## src/fdma_pkg.sv

```systemverilog
package fdma_pkg;

    localparam int FIELD_W      = 32;
    localparam int SQRT_W       = 24;
    localparam int ISQRT_STAGES = 24;
    localparam int TAYLOR_TERMS = 14;
    localparam int EXP_STAGES   = 6 + 2 * (TAYLOR_TERMS - 1);
    localparam int AVG_STAGES   = 5;
    localparam int FRONT_STAGES = ISQRT_STAGES + EXP_STAGES;
    localparam int LATENCY      = FRONT_STAGES + AVG_STAGES;

    localparam logic signed [55:0] LN2_Q40  = 56'sh00_00B1_7217_F7D2;
    localparam logic signed [55:0] ARG_HIGH = 56'sh00_0C00_0000_0000;
    localparam logic signed [55:0] ARG_LOW  = -56'sh00_1100_0000_0000;
    localparam logic signed [16:0] K_RECIP  = 17'sd23637;
    localparam logic [34:0]        DIV3_MAGIC = 35'd22906492246;

    localparam logic [1:0] REGION_ONE = 2'd1;
    localparam logic [1:0] REGION_TWO = 2'd2;

    typedef enum logic [1:0] {
        CFG_MOB_ONE = 2'd0,
        CFG_MOB_TWO = 2'd1,
        CFG_GAIN    = 2'd2
    } cfg_idx_t;

    typedef struct packed {
        logic [31:0] value;
        logic        sat;
    } node_exp_t;

endpackage

```

## src/fdma_isqrt.sv

```systemverilog
module fdma_isqrt (
    input  logic                           aclk,
    input  logic                           en,
    input  logic [fdma_pkg::FIELD_W-1:0]   field,
    output logic [fdma_pkg::SQRT_W-1:0]    root
);
    import fdma_pkg::*;

    localparam int RW = FIELD_W + 16;

    logic [RW-1:0] rem_in  [ISQRT_STAGES];
    logic [RW-1:0] res_in  [ISQRT_STAGES];
    logic [RW-1:0] rem_reg [ISQRT_STAGES];
    logic [RW-1:0] res_reg [ISQRT_STAGES];

    assign rem_in[0] = {field, 16'b0};
    assign res_in[0] = '0;

    for (genvar i = 0; i < ISQRT_STAGES; i++) begin : g_step
        localparam logic [RW-1:0] BIT_VAL = {{(RW-1){1'b0}}, 1'b1} << (RW - 2 - 2 * i);
        logic [RW-1:0] trial;
        logic [RW-1:0] rem_next;
        logic [RW-1:0] res_next;

        if (i > 0) begin : g_link
            assign rem_in[i] = rem_reg[i-1];
            assign res_in[i] = res_reg[i-1];
        end

        always_comb begin
            trial = res_in[i] + BIT_VAL;
            if (rem_in[i] >= trial) begin
                rem_next = rem_in[i] - trial;
                res_next = (res_in[i] >> 1) + BIT_VAL;
            end else begin
                rem_next = rem_in[i];
                res_next = res_in[i] >> 1;
            end
        end

        always_ff @(posedge aclk) begin
            if (en) begin
                rem_reg[i] <= rem_next;
                res_reg[i] <= res_next;
            end
        end
    end

    assign root = res_reg[ISQRT_STAGES-1][SQRT_W-1:0];

endmodule

```

## config.mk

```make
export PLATFORM = sky130hd
export DESIGN_NAME = fdma_isqrt
export DESIGN_NICKNAME = d
export VERILOG_FILES = /design/src/fdma_pkg.sv /design/src/fdma_isqrt.sv
export SDC_FILE = /design/constraint.sdc
export NUM_CORES = 2
export LEC_CHECK = 0
export BUFFER_PORTS_ARGS = -buffer_cell sky130_fd_sc_hd__buf_4
export CAP_MARGIN = 15
export CORE_ASPECT_RATIO = 1.75
export CORE_UTILIZATION = 60
export CTS_BUF_LIST = sky130_fd_sc_hd__clkbuf_8
export DETAILED_ROUTE_END_ITERATION = 7
export HOLD_SLACK_MARGIN = 0.02
export PLACE_DENSITY = 0.79
export SLEW_MARGIN = 20
export SYNTH_ARGS = -nofsm -noshare
export SYNTH_HDL_FRONTEND = slang
export SYNTH_SLANG_ARGS = --single-unit
```

## constraint.sdc

```tcl
create_clock -name aclk -period 2.9 [get_ports aclk]
set_input_delay 0.29 -clock aclk [delete_from_list [all_inputs] [get_ports aclk]]
set_output_delay 0.29 -clock aclk [all_outputs]
set_load 0.02 [all_outputs]
```

==> metrics.yaml <==
status: "finished, violations left"
violations: "design-rule violations, negative setup slack"
synth_area_leaders: "edfxtp_1, ha_1, xor2_1"
grt_overflow: 0
die_area_sq_mm: 0.0940
drtIter0Drc: 3435
fill_cells: 4666
route.detailed.drc: 4
cp_top_family: "compound AO/OA/AOI/OAI gates"
place.detailed.hpwl_microns: 98900
clock.fmax_mhz: 274
synthTopCellsByCount: "edfxtp_1, inv_1, nand2_1, ha_1, nor2_1"
grt_first_pass_wirelength_microns: 227000
slew-limit-headroom_pct: 50.1
max_cap_viol_count: 0
synth.distinct_cells: 86
regToRegSetupSlack_ps: -750
critPathMaxStageDelay_ps: 600
clock-root-buffer: "clkbuf_8"
io_pins: 58
synth_seq_area_share_pct: 58.6
period_minus_slack_ps: 3650
finalWirelength_microns: 169000
crit_buf_inv: 3
yosysTopAreaCell: "edfxtp_1"
start_util_pct: 60.6
worstPathRequired_ps: 3560
io_buffer_count: 57
dp.cells: 6488
syn_nets: 4992
period_share_pct: 126
p_leak_uw: 0.0286
synth_ff_type: "edfxtp_1"
areaGrowthSynthToFinish_pct: 30.1
async_flop_share_pct: 0
ys_ff_latch: 1085
rsz0062_at_grt: "true"
clkSinkCount: 1085
die_x_microns: 232
placed_cell_area_sq_mm: 0.0627
synthesis.area_sq_mm: 0.0556
wl_per_cell_microns: 24.2
cts_buffers: 153
largest_register_ffs: 785
yosysWarnings: 0
power_density_mw_per_mm2: 673
ant_nets: 0
slowest_stage: "a21oi_1"
path_max_fanout: 6
htreeDepth: 4
worstSetupPathType: "flip-flop to flip-flop"
synth_edf_count: 1085
die_height_microns: 405
num_vias: 44100
grt_pass1_vias: 45000
place_congestion: 0.949
endpoint_kind: "flip-flop"
drive_gt1_share_pct: 30.7
ir_drop_uv: 665
tightestPinTransition_ps: 742
syn_inst: 4644
num_rows: 147
dp_slack_ps: -650
report.final.hold_viol_count: 0
synth.most_common_cell: "edfxtp_1"
clkLatencyLatePin_ps: 960
setup_viol: 269
fin_cells: 6988
crit_path_start_kind: "flip-flop"
synth_top_area_share_pct: 58.6
slew_violations: 0
cts_tree: "done"
arrival_ps: 4300
viasPerCell: 6.31
postSynthAreaPerCell_sq_um: 12.0
antenna_found_initial: 4
core_area_sq_mm: 0.0918
dr.pass1.iters: 8
holdCritPathClass: "input pin to flip-flop"
clock_skew_ps: 71.0
cts_max_path_buffers: 3
track_usage_pct: 31.7
design_area_sq_mm: 0.0724
clk_pin_slew_worst_paths_ps: 70
grt_max_degree: 113
layout_setup_ws_ps: -746
fin_nets: 6024
crit_chain: "ha_1 -> a21oi_1 -> o21ai_0 -> nand2_1 -> a41oi_2 -> a31oi_1 -> buf_4 -> nand4_1 -> buf_6 -> buf_8 -> nor3_4 -> xor2_1"
-- worst register-to-register path: cells and delay by family, from the launching register on --
kind	cells	cell delay, ps
compound gates	4	1310
fa+ha+maj	1	440
simple gates	3	530
xor+xnor	1	100
buf+inv	3	510
flops	1	470
-- repair_timing --
action                                 CTS  global route
setup endpoints to repair              368           424
gates resized for setup                451           533
cloned                                   8            11
hold buffers                            34             0
endpoints found under the hold margin  278             0
pin swaps                              128           215
buffers inserted                        86           107
-- logic make-up (layout without fill, tap and decap cells) --
family | after synthesis | after routing | share of synthesized area [%]
XOR/XNOR | 449 | 449 | 7.07
AND/OR/NAND/NOR | 1353 | 1353 | 12.5
flip-flops | 1085 | 1085 | 58.6
buffers and inverters | 465 | 1615 | 3.17
AO/OA/AOI/OAI | 925 | 925 | 10.5
multiplexers | 53 | 53 | 1.05
adder cells (fa/ha/maj) | 314 | 314 | 7.16
other | 0 | 2 | 0
-- through the flow --
stage                     power, uW  util (%)  hold slack, ps  setup TNS (ps)
final                         48700      78.8            56.2          -52090
after CTS                     46400      75.2            20.6          -10510
after global routing          50300      78.8            54.2          -70890
after global placement        32800      68.3             430          -48770
after floorplan               28300         -             389            -202
after detailed placement      33200      68.3             434          -67040
-- metal layers --
metal  vias up  global-route usage (%)  part of all wire [%]
met5         -                       0                0.0065
met4         2                    26.7                    11
met3      1145                    5.46                   6.3
met2      2428                    64.5                    55
met1     21200                    24.5                    27
li1      19300                       -                     -
-- where the power goes --
group,internal (uW),switching [uW]
sequential,20000,1670
clock,6000,6550
combinational,6590,7880
total,32600,16100
-- path summary, 6_finish.rpt --
| check | startpoint | depth (start not counted) | end |
|---|---|---|---|
| setup / recovery | rem_reg[2][250] | 12 | rem_reg[2][321] |
| hold reg to reg | res_reg[3][74] | 0 | res_reg[3][121] |
| setup reg to reg | rem_reg[2][250] | 12 | rem_reg[2][321] |
| hold / removal | field[22] | 2 | rem_reg[0][38] |
-- area by class of cell --
| cell class | count | area [sq um] | share of cell area [%] |
|---|---|---|---|
| flip-flops and latches | 1085 | 32600 | 45.0 |
| multi-input cells | 3094 | 25400 | 35.0 |
| repair buffers | 961 | 8400 | 11.6 |
| clock buffers | 153 | 2110 | 2.91 |
| well taps | 1192 | 1490 | 2.06 |
| inverters | 381 | 1470 | 2.03 |
| clock inverters | 120 | 953 | 1.32 |
| diodes | 2 | 5.00 | 0.00692 |
-- placed cells by master, fill, tap and decap left out, types with 85 or more instances in the layout --
| master | instances |
|---|---|
| o21ai_0 | 163 |
| edfxtp_1 | 1085 |
| ha_1 | 262 |
| xnor2_1 | 194 |
| xor2_1 | 247 |
| buf_4 | 792 |
| inv_1 | 389 |
| clkbuf_8 | 153 |
| a21oi_1 | 222 |
| nand2_1 | 294 |
| a21o_1 | 91 |
| nor2_1 | 223 |
| nor4_1 | 85 |
No activity file was read; power rests on OpenSTA's default activity.
