===== src/fdma_pkg.sv =====
package fdma_pkg;

    localparam int FIELD_W      = 32;
    localparam int SQRT_W       = 24;
    localparam int ISQRT_STAGES = 24;
    localparam int TAYLOR_TERMS = 14;
    localparam int EXP_STAGES   = 6 + 2 * (TAYLOR_TERMS - 1);
    localparam int AVG_STAGES   = 5;
    localparam int FRONT_STAGES = ISQRT_STAGES + EXP_STAGES;
    localparam int LATENCY      = FRONT_STAGES + AVG_STAGES;

    localparam logic signed [55:0] LN2_Q40  = 56'sh00_00B1_7217_F7D2;
    localparam logic signed [55:0] ARG_HIGH = 56'sh00_0C00_0000_0000;
    localparam logic signed [55:0] ARG_LOW  = -56'sh00_1100_0000_0000;
    localparam logic signed [16:0] K_RECIP  = 17'sd23637;
    localparam logic [34:0]        DIV3_MAGIC = 35'd22906492246;

    localparam logic [1:0] REGION_ONE = 2'd1;
    localparam logic [1:0] REGION_TWO = 2'd2;

    typedef enum logic [1:0] {
        CFG_MOB_ONE = 2'd0,
        CFG_MOB_TWO = 2'd1,
        CFG_GAIN    = 2'd2
    } cfg_idx_t;

    typedef struct packed {
        logic [31:0] value;
        logic        sat;
    } node_exp_t;

endpackage


===== src/fdma_average.sv =====
module fdma_average (
    input  logic                  aclk,
    input  logic                  en,
    input  fdma_pkg::node_exp_t   exp_a,
    input  fdma_pkg::node_exp_t   exp_b,
    input  fdma_pkg::node_exp_t   exp_c,
    input  logic [1:0]            marker,
    input  logic [31:0]           mob_one,
    input  logic [31:0]           mob_two,
    output logic [31:0]           mobility,
    output logic                  region_error,
    output logic                  saturated
);
    import fdma_pkg::*;

    typedef struct packed {
        logic [1:0] marker;
        logic       sat;
    } avg_ctx_t;

    avg_ctx_t    ctx_reg [4];
    logic [33:0] sum_reg;
    logic [51:0] plo_reg;
    logic [51:0] phi_reg;
    logic [68:0] total;
    logic [31:0] mean_reg;
    logic [31:0] mob0;
    logic [63:0] prod_reg;
    logic [64:0] rounded;
    logic [31:0] mobility_next;
    logic        region_error_next;
    logic        saturated_next;
    logic [31:0] mobility_reg;
    logic        region_error_reg;
    logic        saturated_reg;

    assign total = {phi_reg, 17'b0} + {17'b0, plo_reg};

    always_comb begin
        case (ctx_reg[2].marker)
            REGION_ONE: mob0 = mob_one;
            REGION_TWO: mob0 = mob_two;
            default:    mob0 = '0;
        endcase
    end

    assign rounded = {1'b0, prod_reg} + 65'h8000;

    always_comb begin
        case (ctx_reg[3].marker)
            REGION_ONE, REGION_TWO: begin
                region_error_next = 1'b0;
                if (rounded[64:48] != 17'd0) begin
                    mobility_next  = '1;
                    saturated_next = 1'b1;
                end else begin
                    mobility_next  = rounded[47:16];
                    saturated_next = ctx_reg[3].sat;
                end
            end
            default: begin
                mobility_next     = '0;
                region_error_next = 1'b1;
                saturated_next    = 1'b0;
            end
        endcase
    end

    always_ff @(posedge aclk) begin
        if (en) begin
            sum_reg <= {2'b00, exp_a.value} + {2'b00, exp_b.value}
                     + {2'b00, exp_c.value} + 34'd1;
            ctx_reg[0].marker <= marker;
            ctx_reg[0].sat    <= exp_a.sat | exp_b.sat | exp_c.sat;
            plo_reg  <= sum_reg[16:0] * DIV3_MAGIC;
            phi_reg  <= sum_reg[33:17] * DIV3_MAGIC;
            ctx_reg[1] <= ctx_reg[0];
            mean_reg <= total[67:36];
            ctx_reg[2] <= ctx_reg[1];
            prod_reg <= mob0 * mean_reg;
            ctx_reg[3] <= ctx_reg[2];
            mobility_reg     <= mobility_next;
            region_error_reg <= region_error_next;
            saturated_reg    <= saturated_next;
        end
    end

    assign mobility     = mobility_reg;
    assign region_error = region_error_reg;
    assign saturated    = saturated_reg;

endmodule


===== config.mk =====
export PLATFORM = sky130hd
export DESIGN_NAME = fdma_average
export DESIGN_NICKNAME = d
export VERILOG_FILES = /design/src/fdma_pkg.sv /design/src/fdma_average.sv
export SDC_FILE = /design/constraint.sdc
export NUM_CORES = 2
export LEC_CHECK = 0
export BUFFER_PORTS_ARGS = -buffer_cell sky130_fd_sc_hd__buf_2
export CORE_ASPECT_RATIO = 0.6
export CORE_UTILIZATION = 25
export DETAILED_ROUTE_END_ITERATION = 8
export PLACE_DENSITY = 0.48
export SKIP_LAST_GASP = 1
export SLEW_MARGIN = 0
export SYNTH_ARGS = -nofsm -noshare
export SYNTH_HDL_FRONTEND = slang
export SYNTH_SLANG_ARGS = --single-unit

===== constraint.sdc =====
create_clock -name aclk -period 11 [get_ports aclk]
set_clock_uncertainty 0.2 [all_clocks]
set_input_delay 0.55 -clock aclk [delete_from_list [all_inputs] [get_ports aclk]]
set_output_delay 0.55 -clock aclk [all_outputs]
set_load 0.005 [all_outputs]

==> results.cfg <==
[detailed_routing]
num_vias = 38510
dr.pass1.iters = 5
wl_met3_um = 13970
drtAntennaViolNets = 0
drc = 0
drtIter0Drc = 2746
drt-total-wl_um = 169200
met1_length_um = 86890
post_drt_wl_per_cell_um = 19.58
drt-vias-per-instance = 4.457
dr_wl_met2_um = 66720
routed.top_layer = met4

[logic_synthesis]
yosys.area.top_type_share_pct = 40.34
syn_area_um2 = 55290
yosys-top-cells-area = fa_1 (40%), edfxtp_1 (13%), ha_1 (13%)
synthCells = 5604
yosysMostFrequentCell = inv_1
synth_edf_count = 245
synth_top_area_cell = fa_1
ys_seq_area_share_pct = 13.31
netlist_top_cells_count = inv_1 (1162), fa_1 (1114), ha_1 (580)
synthArstFlopShare_pct = 0
synth-seq-cells = 245
ys.flop_type = edfxtp_1
synth.distinct_cells = 80
yosys_warnings = 0
syn_avg_cell_area_um2 = 9.866
synth_nets = 7465

[sta]
fin_crit_sh_pct = 95.47
whs_ns = 0.2254
max_slew_margin_pct = 11.40
finalSetupViolations = 0
hold_viol = 0
fmax_ghz = 0.09523
post-route-min-period_ns = 10.50
tightestPinTransition_ns = 1.329
report.final.slew_viol_count = 0
rsz0062_at_grt = no
tns_ns = 0

[cts]
postCtsSetupBuffers = 0
cts_tree = yes
cts_root_buffer = clkbuf_16
path_clk_slew_ns = 0.08
clkLatencyLatePin_ns = 0.63
cts_buffer_depth = 3
cts_made_buffers = 30
cts_sinks = 245
htree_levels = 1

[grt]
grt_antenna_before_repair = 4
grt_pass1_wl_um = 261400
grt-ovfl-total = 0
grt_pass1_vias = 40400
grt_max_degree = 165
grt_use_total_pct = 15.34

[floorplanning]
die_area_um2 = 223100
core_area_um2 = 219300
io_pins = 201
dieWidth_um = 609.1
num_rows = 133
start_util_pct = 25.21
die_y_um = 366.3

[place]
post-dp-hpwl_um = 143900
gp_congestion = 0.9077
port-buffer-count = 200
placed_area_um2 = 59990

[layout]
drive_above_1_share_pct = 7.321
largest_register_ffs = 50
final_util_pct = 27.82
final_nets = 7575
synthToLayoutAreaGrowth_pct = 10.36
final_cell_area_um2 = 61010

[critical_path]
path_class = reg -> reg
critPathMostFrequentCell = fa_1
worst_ep_arrival_time_ns = 10.63
start_kind = register
critPathMaxStageDelay_ns = 1.14
critPathMaxFanout = 33
endpoint_kind = register
cp_slowest_cell = ha_2
required_ns = 11.13

[hold_path]
hp-class = reg -> reg

[flow_run]
maxCapViolations = 0

[status]
status = complete, no violations
repair_timing:
item	4_1_cts	5_1_grt
setup endpoints to repair	0	2
hold buffers	5	0
gates resized for setup	0	1
hold endpoints to repair	4	0
stage by stage:
stage | cells | setup WS [ns]
floorplan | 5604 | 2.268
global placement | 8578 | 0.6636
detailed placement | 8579 | 0.6161
CTS | 8639 | 0.4964
global route | 8639 | 0.04073
finish | 8640 | 0.4988
layout make-up:
| type | instances | area [µm²] |
|---|---|---|
| antenna | 1 | 2.502 |
| clock buffer | 33 | 783.3 |
| fill | 23180 | 158300 |
| sequential | 245 | 7357 |
| timing repair buffer | 308 | 1909 |
| tap | 2902 | 3631 |
| clock inverter | 22 | 185.2 |
| inverter | 1162 | 4362 |
| multi-input combinational | 3967 | 42780 |
per-layer routing:
layer / track usage, % / up-vias
met2: 21.15 / 1062
met1: 24.44 / 19810
li1: - / 17560
met3: 3.675 / 77
met4: 1.480 / 0
met5: 0 / -
cells in the final DEF, fill, tap and decap left out, types with 14 or more instances in the layout:
cell       count
nand4_1       39
a21oi_1      191
buf_4         97
a31oi_1       17
clkbuf_16     31
o21a_1        25
nor2b_1       14
a21o_1        91
fa_1        1114
nand3_1       59
nor2_2        31
buf_2        199
nand2_1      569
and3_1        24
ha_1         578
and2_1       573
nor2_1       112
o21ai_0       77
o21bai_1      20
nor3_1        26
xor2_1        77
a22oi_1       32
inv_1       1162
xnor2_1      136
edfxtp_1     245
critical path, delay by kind of cell (launching register included):
family          cells  cell delay [ns]
compound gates      4             1.41
fa+ha+maj          10             5.69
buf+inv             4             0.69
flops               1             0.43
mux                 1             0.26
simple gates        7             1.48
cell families after synthesis:
kind of cell / synth area share, %
XOR/XNOR: 3.390
AND/OR/NAND/NOR: 13.87
multiplexers: 0.05884
AO/OA/AOI/OAI: 6.418
adder cells (fa/ha/maj): 53.46
flip-flops: 13.31
buffers and inverters: 9.496
worst paths after layout:
kind	startpoint	end	slack, ns	depth (start not counted)
worst max-delay path	ctx_reg[2][2]	prod_reg[60]	0.50	26
worst min-delay path	ctx_reg[1][0]	ctx_reg[2][0]	0.23	0
worst max register to register	ctx_reg[2][2]	prod_reg[60]	0.50	26
worst min register to register	ctx_reg[1][0]	ctx_reg[2][0]	0.23	0
Power is left out: the tool's default activity adds up to more than one toggle a clock period on the data nets, which glitch-free logic cannot reach.
